## src/rtl/xoshiro256ss_random_generator_core_defines.svh

```systemverilog
// Assertion macros shared by the xoshiro256** generator RTL.
// No dependencies; included by xsrg_ctrl, the only module that carries assertions.
`ifndef XOSHIRO256SS_RANDOM_GENERATOR_CORE_DEFINES_SVH
`define XOSHIRO256SS_RANDOM_GENERATOR_CORE_DEFINES_SVH

// Same-cycle implication, disabled while reset is asserted.
`define XSRG_ASSERT_IMP(lbl, clk, rstn, ante, cons, msg) \
  lbl: assert property (@(posedge clk) disable iff (!rstn) (ante) |-> (cons)) \
    else $error(msg);

// Next-cycle implication, disabled while reset is asserted.
`define XSRG_ASSERT_NEXT(lbl, clk, rstn, ante, cons, msg) \
  lbl: assert property (@(posedge clk) disable iff (!rstn) (ante) |=> (cons)) \
    else $error(msg);

`endif

```

## src/rtl/xsrg_pkg.sv

```systemverilog
// Shared types and constants for the xoshiro256** generator.
// No dependencies; used by the controller, the datapath and the top level.
package xsrg_pkg;

  localparam int unsigned WordW = 64;

  // Item kinds carried on the input tuser
  localparam logic [1:0] OP_RESEED = 2'd0;
  localparam logic [1:0] OP_RAW    = 2'd1;
  localparam logic [1:0] OP_RANGE  = 2'd2;

  // Result source select
  localparam logic [1:0] OUT_ZERO  = 2'd0;
  localparam logic [1:0] OUT_RAW   = 2'd1;
  localparam logic [1:0] OUT_RANGE = 2'd2;

  // splitmix64 constants
  localparam logic [WordW-1:0] GOLD_INC  = 64'h9e37_79b9_7f4a_7c15;
  localparam logic [WordW-1:0] MIX_MUL_A = 64'hbf58_476d_1ce4_e5b9;
  localparam logic [WordW-1:0] MIX_MUL_B = 64'h94d0_49bb_1331_11eb;

  // Controller to datapath commands
  typedef struct packed {
    logic       seed_start;  // load splitmix accumulator from seed plus increment
    logic       seed_zero;   // use zero instead of the seed register
    logic       draw;        // scramble word 1, advance state, set up range multiply
    logic       mix1_load;   // first splitmix multiply operands
    logic       mix2_load;   // second splitmix multiply operands
    logic       mul_issue;   // form one 32x32 partial product
    logic [1:0] mul_part;    // bit 1: high half of A, bit 0: high half of B
    logic       acc_add;     // accumulate the registered partial product
    logic [1:0] acc_part;    // partial index of the registered product
    logic       store;       // finish splitmix round into a state word
    logic [1:0] word_idx;
    logic       out_load;
    logic [1:0] out_sel;
  } cmd_t;

endpackage

```

## src/rtl/xsrg_ctrl.sv

```systemverilog
// Controller: sequences reseed, draw and range multiply, owns the handshake
// state and the output valid flag. Uses xsrg_pkg and the defines header.
`include "xoshiro256ss_random_generator_core_defines.svh"

module xsrg_ctrl (
  input  logic           clk_i,
  input  logic           rst_ni,
  input  logic           s_valid_i,
  output logic           s_ready_o,
  input  logic [1:0]     s_op_i,
  output logic           m_valid_o,
  input  logic           m_ready_i,
  output xsrg_pkg::cmd_t cmd_o
);

  localparam logic [2:0] ST_INIT  = 3'd0;
  localparam logic [2:0] ST_IDLE  = 3'd1;
  localparam logic [2:0] ST_MIX1  = 3'd2;
  localparam logic [2:0] ST_MUL   = 3'd3;
  localparam logic [2:0] ST_MIX2  = 3'd4;
  localparam logic [2:0] ST_STORE = 3'd5;
  localparam logic [2:0] ST_DONE  = 3'd6;

  localparam logic [1:0] PH_MIX1  = 2'd0;
  localparam logic [1:0] PH_MIX2  = 2'd1;
  localparam logic [1:0] PH_RANGE = 2'd2;

  logic [2:0] st_q, st_d;
  logic [1:0] phase_q, phase_d;
  logic [2:0] cnt_q, cnt_d;
  logic [1:0] widx_q, widx_d;
  logic       init_q, init_d;
  logic [1:0] sel_q, sel_d;
  logic       out_valid_q, out_valid_d;
  logic       accept, out_free, mul_last;

  always_comb begin
    accept      = s_valid_i && (st_q == ST_IDLE);
    out_free    = !out_valid_q || m_ready_i;
    mul_last    = (phase_q == PH_RANGE) ? (cnt_q == 3'd4) : (cnt_q == 3'd3);
    st_d        = st_q;
    phase_d     = phase_q;
    cnt_d       = cnt_q;
    widx_d      = widx_q;
    init_d      = init_q;
    sel_d       = sel_q;
    out_valid_d = out_valid_q && !m_ready_i;
    cmd_o       = '0;

    case (st_q)
      ST_INIT: begin
        cmd_o.seed_start = 1'b1;
        cmd_o.seed_zero  = 1'b1;
        init_d           = 1'b1;
        widx_d           = '0;
        st_d             = ST_MIX1;
      end
      ST_IDLE: begin
        if (accept) begin
          case (s_op_i)
            xsrg_pkg::OP_RESEED: begin
              cmd_o.seed_start = 1'b1;
              init_d           = 1'b0;
              widx_d           = '0;
              sel_d            = xsrg_pkg::OUT_ZERO;
              st_d             = ST_MIX1;
            end
            xsrg_pkg::OP_RAW: begin
              cmd_o.draw = 1'b1;
              sel_d      = xsrg_pkg::OUT_RAW;
              st_d       = ST_DONE;
            end
            xsrg_pkg::OP_RANGE: begin
              cmd_o.draw = 1'b1;
              phase_d    = PH_RANGE;
              cnt_d      = '0;
              sel_d      = xsrg_pkg::OUT_RANGE;
              st_d       = ST_MUL;
            end
            default: begin
              sel_d = xsrg_pkg::OUT_ZERO;
              st_d  = ST_DONE;
            end
          endcase
        end
      end
      ST_MIX1: begin
        cmd_o.mix1_load = 1'b1;
        phase_d         = PH_MIX1;
        cnt_d           = '0;
        st_d            = ST_MUL;
      end
      ST_MUL: begin
        // Issue partial cnt, accumulate partial cnt-1; truncated products skip hi*hi
        cmd_o.mul_issue = !mul_last;
        cmd_o.mul_part  = cnt_q[1:0];
        cmd_o.acc_add   = (cnt_q != 3'd0);
        cmd_o.acc_part  = 2'(cnt_q - 3'd1);
        if (mul_last) begin
          cnt_d = '0;
          case (phase_q)
            PH_MIX1: st_d = ST_MIX2;
            PH_MIX2: st_d = ST_STORE;
            default: st_d = ST_DONE;
          endcase
        end else begin
          cnt_d = cnt_q + 3'd1;
        end
      end
      ST_MIX2: begin
        cmd_o.mix2_load = 1'b1;
        phase_d         = PH_MIX2;
        cnt_d           = '0;
        st_d            = ST_MUL;
      end
      ST_STORE: begin
        cmd_o.store    = 1'b1;
        cmd_o.word_idx = widx_q;
        widx_d         = widx_q + 2'd1;
        if (widx_q == 2'd3) begin
          st_d = init_q ? ST_IDLE : ST_DONE;
        end else begin
          st_d = ST_MIX1;
        end
      end
      ST_DONE: begin
        // Hold until the output register is free or being emptied
        if (out_free) begin
          cmd_o.out_load = 1'b1;
          cmd_o.out_sel  = sel_q;
          out_valid_d    = 1'b1;
          st_d           = ST_IDLE;
        end
      end
      default: st_d = ST_IDLE;
    endcase
  end

  always_ff @(posedge clk_i or negedge rst_ni) begin
    if (!rst_ni) begin
      st_q        <= ST_INIT;
      phase_q     <= PH_MIX1;
      cnt_q       <= '0;
      widx_q      <= '0;
      init_q      <= 1'b1;
      sel_q       <= xsrg_pkg::OUT_ZERO;
      out_valid_q <= 1'b0;
    end else begin
      st_q        <= st_d;
      phase_q     <= phase_d;
      cnt_q       <= cnt_d;
      widx_q      <= widx_d;
      init_q      <= init_d;
      sel_q       <= sel_d;
      out_valid_q <= out_valid_d;
    end
  end

  assign s_ready_o = (st_q == ST_IDLE);
  assign m_valid_o = out_valid_q;

  `XSRG_ASSERT_NEXT(a_raw_to_done, clk_i, rst_ni, accept && (s_op_i == xsrg_pkg::OP_RAW), st_q == ST_DONE, "raw item did not go straight to result")
  `XSRG_ASSERT_IMP(a_load_free, clk_i, rst_ni, cmd_o.out_load, out_free, "result loaded over an untaken result")
  `XSRG_ASSERT_NEXT(a_one_item, clk_i, rst_ni, accept, !s_ready_o, "second item taken while one is in work")
  `XSRG_ASSERT_IMP(a_cnt_range, clk_i, rst_ni, 1'b1, cnt_q <= 3'd4, "partial product counter out of range")

endmodule
```

## config.mk

```make
export PLATFORM = sky130hd
export DESIGN_NAME = xsrg_ctrl
export DESIGN_NICKNAME = d
export VERILOG_FILES = /design/src/rtl/xsrg_pkg.sv /design/src/rtl/xsrg_ctrl.sv
export VERILOG_INCLUDE_DIRS = /design/src /design/src/rtl
export SDC_FILE = /design/constraint.sdc
export NUM_CORES = 1
export LEC_CHECK = 0
export ABC_AREA = 1
export BUFFER_PORTS_ARGS = -buffer_cell sky130_fd_sc_hd__buf_2
export CAP_MARGIN = 20
export CORE_UTILIZATION = 51
export DETAILED_ROUTE_END_ITERATION = 7
export GPL_TIMING_DRIVEN = 0
export PLACE_DENSITY_LB_ADDON = 0.15
export SYNTH_ARGS = -nofsm -noshare
export SYNTH_HDL_FRONTEND = slang
export SYNTH_SLANG_ARGS = --single-unit
export TNS_END_PERCENT = 20
```

## constraint.sdc

```tcl
create_clock -name clk_i -period 1.35 [get_ports clk_i]
set_input_delay 0.135 -clock clk_i [delete_from_list [all_inputs] [get_ports clk_i]]
set_output_delay 0.135 -clock clk_i [all_outputs]
set_load 0.02 [all_outputs]
```

Word level (Yosys, flattened, before mapping)
Cells that the tools add are included.
W data, S select, Z words.
{ "totals": {"wordCells": 88, "ff_bits": 14, "inputBits": 6, "out_inout_bits": 19} }
{ "classes": {"n_addsub": 3, "n_reduce_logical": 22, "eq_ne": 18, "mux": 38} }
{ "op_table": {"columns": ["op", "n"], "rows": [
  ["$mux W3", 11],
  ["$pmux W3 S6", 1],
  ["$reduce_and A3 Y1", 5],
  ["$mux W1", 13],
  ["$eq A3 B3 Y1 const B", 4],
  ["$pmux W2 S3", 2],
  ["$reduce_bool A3 Y1", 4],
  ["$eq A3 B2 Y1 const B", 3],
  ["$pmux W3 S3", 1],
  ["$mux W2", 4],
  ["$pmux W2 S2", 2],
  ["$eq A2 B2 Y1 const B", 3],
  ["$mux W6", 1],
  ["$ne A2 B1 Y1 const B", 3],
  ["$pmux W3 S2", 1],
  ["$eq A2 B1 Y1 const B", 2],
  ["$logic_not A2 Y1", 2],
  ["$ne A2 B2 Y1 const B", 2],
  ["$pmux W1 S2", 2],
  ["$reduce_or A2 Y1", 2],
  ["$add A3 B1 Y3 const B", 1],
  ["$eq A3 B1 Y1 const B", 1],
  ["$logic_not A1 Y1", 3],
  ["$logic_not A3 Y1", 1],
  ["6 further kinds", 7]
]} }

Depth between registers and ports, before layout
Gate-level depths: netlist of run 1.
{ "logic_depth": {"word_depth": 5, "mapped_depth": 9, "mapped_depth_nobuf": 8} }

Worst setup path after synthesis of run 1
Ideal clock, no wire load.
{ "synth_timing": {"path_type": "register to register", "startpoint": "register st_q[1]", "endpoint": "register init_q", "setup_ns": 0.093, "path_buffers": 0, "synth_period_minus_slack_ns": 1.553, "t_arrival_ns": 1.460, "path_stages_with_launch": 7, "setup_slack_ns": -0.203, "required_time_ns": 1.257, "cell_sequence": "dfrtp_1 > inv_2 > nand2_1 > nor2_2 > nand2_1 > o21ai_1 > o21ai_1"} }
{ "synth_via": {"elab_chain_len": 4} }
{ "synth_rtl": {"columns": ["item", "line", "text"], "rows": [
  ["from (decl)", "xsrg_ctrl.sv:28", "logic [2:0] st_q, st_d;"],
  ["from (signal assigned)", "xsrg_ctrl.sv:149", "st_q <= st_d;"],
  ["$eq A3 B1 Y1 *", null, null],
  ["via s_ready_o", "xsrg_ctrl.sv:9", "output logic s_ready_o,"],
  ["$logic_and A1 B1 Y1", "xsrg_ctrl.sv:38", "accept = s_valid_i && (st_q == ST_IDLE);"],
  ["$ne A2 B1 Y1 (no line)", null, null],
  ["$reduce_and A3 Y1 (no line)", null, null],
  ["to (signal assigned)", "xsrg_ctrl.sv:153", "init_q <= init_d;"],
  ["to (decl)", "xsrg_ctrl.sv:32", "logic init_q, init_d;"]
]} }
Mark *: on every way through the listed nets, which the timed path passes. The rest lies on a longest branch.
A chain may end at the register's enable or synchronous reset.

Final worst setup path of run 1
{ "layout_timing": {"startpoint": "register st_q[1]", "endpoint": "output s_ready_o"} }
{ "layout_via": {"elab_chain_len": 1} }
{ "layout_rtl": {"columns": ["item", "line", "text"], "rows": [
  ["$eq A3 B1 Y1", "xsrg_ctrl.sv:159", "assign s_ready_o = (st_q == ST_IDLE);"],
  ["to (decl)", "xsrg_ctrl.sv:9", null]
]} }
No other way between the ends.

==> results.sh, run 1 <==
export IMPL_arrival_ns=1.47
export IMPL_rsz0062_at_grt="true"
export IMPL_num_rows=15
export IMPL_die_w_um=45.2
export IMPL_async_flop_share_pct=100
export IMPL_worst_path_dominant_cell_family="buffers and inverters"
export IMPL_clkSlewWorstSetupHoldPaths_ns=0.10
export IMPL_dp_hpwl_um=1530
export IMPL_drt_total_wl_um=3570
export IMPL_synthesis_nets=155
export IMPL_p_comb_share_pct=69.5
export IMPL_cts_tree="built"
export IMPL_first_iter_violations=55
export IMPL_overflow=0
export IMPL_worst_path_max_delay_cell="dfrtp_2"
export IMPL_vias=1241
export IMPL_start_util_pct=55.0
export IMPL_die_h_um=45.2
export IMPL_area_growth_pct=65.3
export IMPL_fmax_mhz=625
export IMPL_ir_drop_mv=1.53
export IMPL_cts_root_buffer="clkbuf_4"
export IMPL_ios=25
export IMPL_pwr_share_seq_pct=21.5
export IMPL_clock_sinks=14
export IMPL_swShare_pct=48.8
export IMPL_grt_pass1_wl_um=4000
export IMPL_synth_most_common_cell="nand2_1"
export IMPL_crit_chain="inv_4 -> nand2_4 -> nor2_4 -> buf_4 -> buf_4 -> buf_4"
export IMPL_finalInstanceArea_mm2=0.00157
export IMPL_ys_ff_latch=14
export IMPL_synth_flop_cell="dfrtp_1"
export IMPL_drc_errors=0
export IMPL_worst_slack_ns=-0.250
export IMPL_slew_headroom_pct=76.8
export IMPL_finalNetCount=206
export IMPL_gp_congestion=0.937
export IMPL_final_setup_skew_ns=0.00313
export IMPL_finalCritPeriodShare_pct=119
export IMPL_synth_area_um2=950
export IMPL_tightest_slew_ns=0.348
export IMPL_post_drt_wl_per_cell_um=16.4
export IMPL_leakage_nw=0.864
export IMPL_tns_ns=-3.57
export IMPL_grt_max_degree=15
export IMPL_crit_top_cell="buf_4"
export IMPL_violations="setup timing"
export IMPL_worstPathMaxFanout=4
export IMPL_cp_num_buf_inv=4
export IMPL_synth_top_area_cell="dfrtp_1"
export IMPL_ys_top_cells_by_area="dfrtp_1 34%, nand2_1 14%, inv_1 11%, nor2_1 9.1%, nand3_1 9.0%"
export IMPL_hold_worst_slack_ns=0.164
export IMPL_first_pass_iters=5
export IMPL_p_switching_mw=1.75
export IMPL_ys_top_cells_by_count="36 x nand2_1, 27 x inv_1, 23 x nor2_1"
export IMPL_vias_per_cell=5.69
export IMPL_yosysUniqueCellTypes=19
export IMPL_portBuffers=24
export IMPL_yosys_warnings=0
export IMPL_finalSetupViolations=29
export IMPL_die_area_mm2=0.00204
export IMPL_final_util_pct=90.9
export IMPL_end_kind="primary output"
export IMPL_cp_data_required_time_ns=1.22
export IMPL_syn_avg_cell_area_um2=6.64
export IMPL_multiInputGateArea_um2=633
export IMPL_grt_pass1_vias=944
export IMPL_status="finished, violations left"
export IMPL_max_stage_delay_ns=0.48
export IMPL_start_kind="flip-flop"
export IMPL_postSynthCellCount=143
export IMPL_p_int_mw=1.84
export IMPL_period_minus_slack_ns=1.60
export IMPL_seq_area_frac_synth_pct=37.0
export IMPL_fill_cells=79
export IMPL_pwr_share_clk_pct=9.0
export IMPL_slew_viol_final=0
export IMPL_postRouteAntennaNets=0
export IMPL_cts_path_max_buffers=2
export IMPL_cts_inserted_buffers=3
export IMPL_path_class="reg2out"
export IMPL_synth_top_area_share_pct=34.3
export IMPL_drive_gt1_share_pct=48.7
export IMPL_hold_viol_final=0
export IMPL_track_usage_pct=28.0
export IMPL_clk_latency_ns=0.29
export IMPL_power_density_mw_per_mm2=2290
export IMPL_cap_violations=0
export IMPL_antenna_found_initial=0
export IMPL_dpl_cell_area_mm2=0.00111
export IMPL_synth_edff_count=0
export IMPL_num_antenna_cells=0
export IMPL_seq_area_um2=354
export IMPL_hp_class="in2reg"
export IMPL_cts_htree_levels=1
export IMPL_core_area_mm2=0.00173
==> sequential cells by signal, summed over array words and instances, names as in the netlist <==
name and cells:
st_q 3, cnt_q 3, sel_q 2, m_valid_o 1, widx_q 2, init_q 1, phase_q 2
==> per-stage QoR <==
stage | power [mW] | setup slack [ns] | cells
after floorplan | 1.72 | -0.00765 | 143
after global placement | 2.03 | -0.0105 | 192
after detailed placement | 2.06 | -0.0118 | 192
after CTS | 2.79 | -0.159 | 212
after global routing | 3.75 | -0.269 | 218
final | 3.60 | -0.250 | 218
==> power groups by stage <==
stage	clock (mW)	combinational, mW	sequential, mW
2_1_floorplan	0	0.988	0.733
3_3_place_gp	0	1.29	0.741
3_5_place_dp	0	1.31	0.747
4_1_cts	0.321	1.74	0.723
5_1_grt	0.329	2.64	0.780
6_report	0.325	2.50	0.773
==> tightest hold or removal path: cells and delay by family <==
family                 cells  cell delay, ns
buffers and inverters      2            0.10
and+or+nand+nor            2            0.18
==> final cells by class <==
cell class | count | area share, %
inverters | 29 | 7.25
flip-flops and latches | 14 | 22.5
multi-input cells | 97 | 40.3
well taps | 25 | 1.99
clock buffers | 4 | 2.31
plain buffers | 2 | 1.43
repair buffers | 47 | 24.1
==> cells in the final DEF, fill, tap and decap left out, types with 2 or more instances in the layout <==
cell and n:
nand2_1 28, nand3_2 4, inv_4 2, inv_1 21, nand2_2 5, buf_2 7, buf_4 28, o21ai_0 2
nand4_1 2, ha_1 5, nor2_2 8, buf_6 13, nand3_1 11, clkbuf_4 3, dfrtp_1 11, nor2_4 4
inv_2 6, o21ai_1 3, nor2_1 12, nand2_4 3, nand3_4 2, dfrtp_2 2
==> metal layers <==
metal  vias to the layer above  GRT usage (%)  routed length, µm
met5                         -              0                  0
met4                         0           18.2                190
met3                        23           4.40                280
met2                       100           45.8               1700
met1                       579           34.0               1400
li1                        539              -                  -
==> cell families after synthesis <==
group	after synthesis	share of synthesized area [%]
buffers and inverters	32	13.6
AO/OA/AOI/OAI	10	5.80
AND/OR/NAND/NOR	80	34.8
adder cells (fa/ha/maj)	6	7.90
XOR/XNOR	1	0.922
flip-flops	14	37.0
==> timing repair <==
item / in CTS / in global routing
pin swaps: 5 / 13
hold buffers: 1 / 0
buffers inserted: 15 / 7
resized for setup: 21 / 57
endpoints found under the setup margin: 22 / 30
endpoints found under the hold margin: 13 / 0
cloned: 0 / 1
==> worst paths after layout <==
path                       depth (start not counted)       from  slack (ns)    endpoint
max                                                6    st_q[1]       -0.25   s_ready_o
min                                                4  m_ready_i        0.16   m_valid_o
min reg2reg                                        2   sel_q[0]        0.51    sel_q[0]
max in group asynchronous                          2     rst_ni        0.78      init_q
min in group asynchronous                          2     rst_ni        0.28   widx_q[0]
max reg2reg                                        8    st_q[1]       -0.14  phase_q[0]
Power figures use the tool's default switching activity.
==> run 2: changes to the inputs <==
--- a/config.mk
+++ b/config.mk
@@ -9,10 +9,13 @@
 export ABC_AREA = 1
 export BUFFER_PORTS_ARGS = -buffer_cell sky130_fd_sc_hd__buf_2
 export CAP_MARGIN = 20
-export CORE_UTILIZATION = 51
+export CELL_PAD_IN_SITES_DETAIL_PLACEMENT = 0
+export CELL_PAD_IN_SITES_GLOBAL_PLACEMENT = 1
+export CORE_UTILIZATION = 35
 export DETAILED_ROUTE_END_ITERATION = 7
 export GPL_TIMING_DRIVEN = 0
 export PLACE_DENSITY_LB_ADDON = 0.15
+export SKIP_LAST_GASP = 1
 export SYNTH_ARGS = -nofsm -noshare
 export SYNTH_HDL_FRONTEND = slang
 export SYNTH_SLANG_ARGS = --single-unit
==> results.sh, run 2 (same netlist as run 1, synthesis figures left out) <==
export IMPL_crit_top_cell="nand2_4"
export IMPL_cp_num_buf_inv=2
export IMPL_worst_slack_ns=-0.159
export IMPL_drt_total_wl_um=2650
export IMPL_drc_errors=0
export IMPL_clock_sinks=14
export IMPL_worst_path_dominant_cell_family="flip-flops"
export IMPL_start_util_pct=37.6
export IMPL_rsz0062_at_grt="true"
export IMPL_finalNetCount=206
export IMPL_portBuffers=24
export IMPL_overflow=0
export IMPL_num_rows=18
export IMPL_end_kind="primary output"
export IMPL_worst_path_max_delay_cell="dfrtp_2"
export IMPL_area_growth_pct=57.7
export IMPL_violations="setup timing"
export IMPL_grt_pass1_vias=890
export IMPL_die_area_mm2=0.00293
export IMPL_first_pass_iters=4
export IMPL_slew_viol_final=0
export IMPL_startpoint="st_q[1]"
export IMPL_regToRegSetupSlack_ns=-0.05
export IMPL_finalSetupViolations=21
export IMPL_finalPower_mw=3.20
export IMPL_clkSlewWorstSetupHoldPaths_ns=0.09
export IMPL_final_setup_skew_ns=0.00293
export IMPL_track_usage_pct=19.2
export IMPL_grt_use_met1_pct=26.5
export IMPL_layout_commonest_cell="nand2_1"
export IMPL_finalCritPeriodShare_pct=112
export IMPL_power_density_mw_per_mm2=2140
export IMPL_hp_class="in2reg"
export IMPL_crit_end="cmd_o[16]"
export IMPL_dpl_cell_area_mm2=0.00112
export IMPL_fmax_mhz=663
export IMPL_gr_usage_met3_pct=3.67
export IMPL_gp_congestion=0.832
export IMPL_slew_headroom_pct=77.3
export IMPL_path_depth=6
export IMPL_r2r_cells=9
export IMPL_die_h_um=54.1
export IMPL_grt_pass1_wl_um=3940
export IMPL_vias=1062
export IMPL_first_iter_violations=18
export IMPL_clk_latency_ns=0.28
export IMPL_core_area_mm2=0.00252
export IMPL_cts_path_max_buffers=2
export IMPL_hold_worst_slack_ns=0.159
export IMPL_r2r_end="st_q[0]"
export IMPL_finalInstanceArea_mm2=0.00150
export IMPL_hold_viol_final=0
export IMPL_grt_busiest_layer="met2"
export IMPL_grt_max_degree=15
export IMPL_dp_hpwl_um=1700
export IMPL_final_cell_mix="32 x nand2_1, 24 x inv_1, 24 x buf_4, 16 x nor2_1, 16 x buf_2"
export IMPL_cts_tree="built"
export IMPL_path_class="reg2out"
export IMPL_vias_per_cell=4.76
export IMPL_arrival_ns=1.37
export IMPL_die_w_um=54.1
export IMPL_cts_inserted_buffers=3
export IMPL_status="finished, violations left"
export IMPL_reg_largest_list="cnt_q x3, st_q x3"
export IMPL_post_drt_wl_per_cell_um=11.9
export IMPL_period_minus_slack_ns=1.51
export IMPL_use_met2_pct=29.4
export IMPL_drive_gt1_share_pct=43.0
export IMPL_cp_data_required_time_ns=1.22
export IMPL_tightest_slew_ns=0.340
export IMPL_leakage_nw=0.853
export IMPL_worstPathMaxFanout=4
export IMPL_crit_chain="inv_2 -> nand2_4 -> nor2_4 -> nand2_4 -> o21ai_4 -> buf_6"
export IMPL_cts_htree_levels=1
export IMPL_num_antenna_cells=0
export IMPL_max_stage_delay_ns=0.46
export IMPL_start_kind="flip-flop"
export IMPL_ios=25
export IMPL_cap_violations=0
export IMPL_ir_drop_mv=1.05
export IMPL_r2r_start="st_q[1]"
export IMPL_cts_root_buffer="clkbuf_4"
export IMPL_antenna_found_initial=0
export IMPL_postRouteAntennaNets=0
-- run 2: cell counts in the layout (fill, tap and decap cells not counted) --
Identical to the previous run, type by type.
-- run 2: final cells by class --
type / count / area [µm²]
Tap cell: 30 / 37.5
Buffer: 3 / 30.0
Sequential cell: 14 / 358
Fill cell: 231 / 1020
Inverter: 29 / 111
Clock buffer: 4 / 36.3
Multi-Input combinational cell: 97 / 586
Timing Repair Buffer: 46 / 339
-- run 2: power breakdown --
group          total, mW  leakage [nW]  internal (mW)  switching, mW
Sequential         0.751         0.175          0.602          0.149
Combinational       2.14         0.658          0.941           1.20
Clock              0.313        0.0210          0.164          0.148
Total               3.20         0.853           1.71           1.49
-- run 2: worst register-to-register path: stages, from the launching register on --
cell and delay [ns]:
dfrtp_2 0.46, buf_4 0.16, nand3_2 0.10, buf_6 0.13, buf_4 0.12, nor2_1 0.04
nor2_1 0.10, nand3_1 0.09, nand2_1 0.06, nand2_1 0.04
-- run 2: timing repair --
item / CTS / global route
pin swaps: 3 / 5
gates resized for setup: 19 / 30
hold buffers: 1 / 0
gates cloned: 0 / 1
endpoints found under the setup margin: 25 / 28
setup buffers: 11 / 9
endpoints found under the hold margin: 13 / 0
-- run 2: worst min-delay path by stage --
stage               startpoint        end  slack [ns]  cells after the start
finish               m_ready_i  m_valid_o        0.16                      4
floorplan               rst_ni   cnt_q[0]       -0.16                      0
detailed placement      rst_ni  widx_q[1]        0.06                      1
CTS                  m_ready_i  m_valid_o        0.16                      4
global placement        rst_ni  widx_q[1]        0.05                      1
global route         m_ready_i  m_valid_o        0.18                      4
-- run 2: layer usage --
layer  vias to the layer above  routed length, µm
met5                         -                  0
met4                         0                 22
met3                         5                105
met2                        28               1310
met1                       490               1210
li1                        539                  -
-- run 2: metrics by stage --
| stage | TNS, ns | worst slack [ns] | cells | utilization [%] |
|---|---|---|---|---|
| 2_1_floorplan | -0.00765 | -0.00765 | 143 | - |
| 3_3_place_gp | -0.107 | -0.0307 | 197 | 44.4 |
| 3_5_place_dp | -0.163 | -0.0482 | 197 | 44.4 |
| 4_1_cts | -2.01 | -0.166 | 213 | 52.2 |
| 5_1_grt | -4.10 | -0.230 | 223 | 59.4 |
| 6_report | -2.02 | -0.159 | 223 | 59.4 |
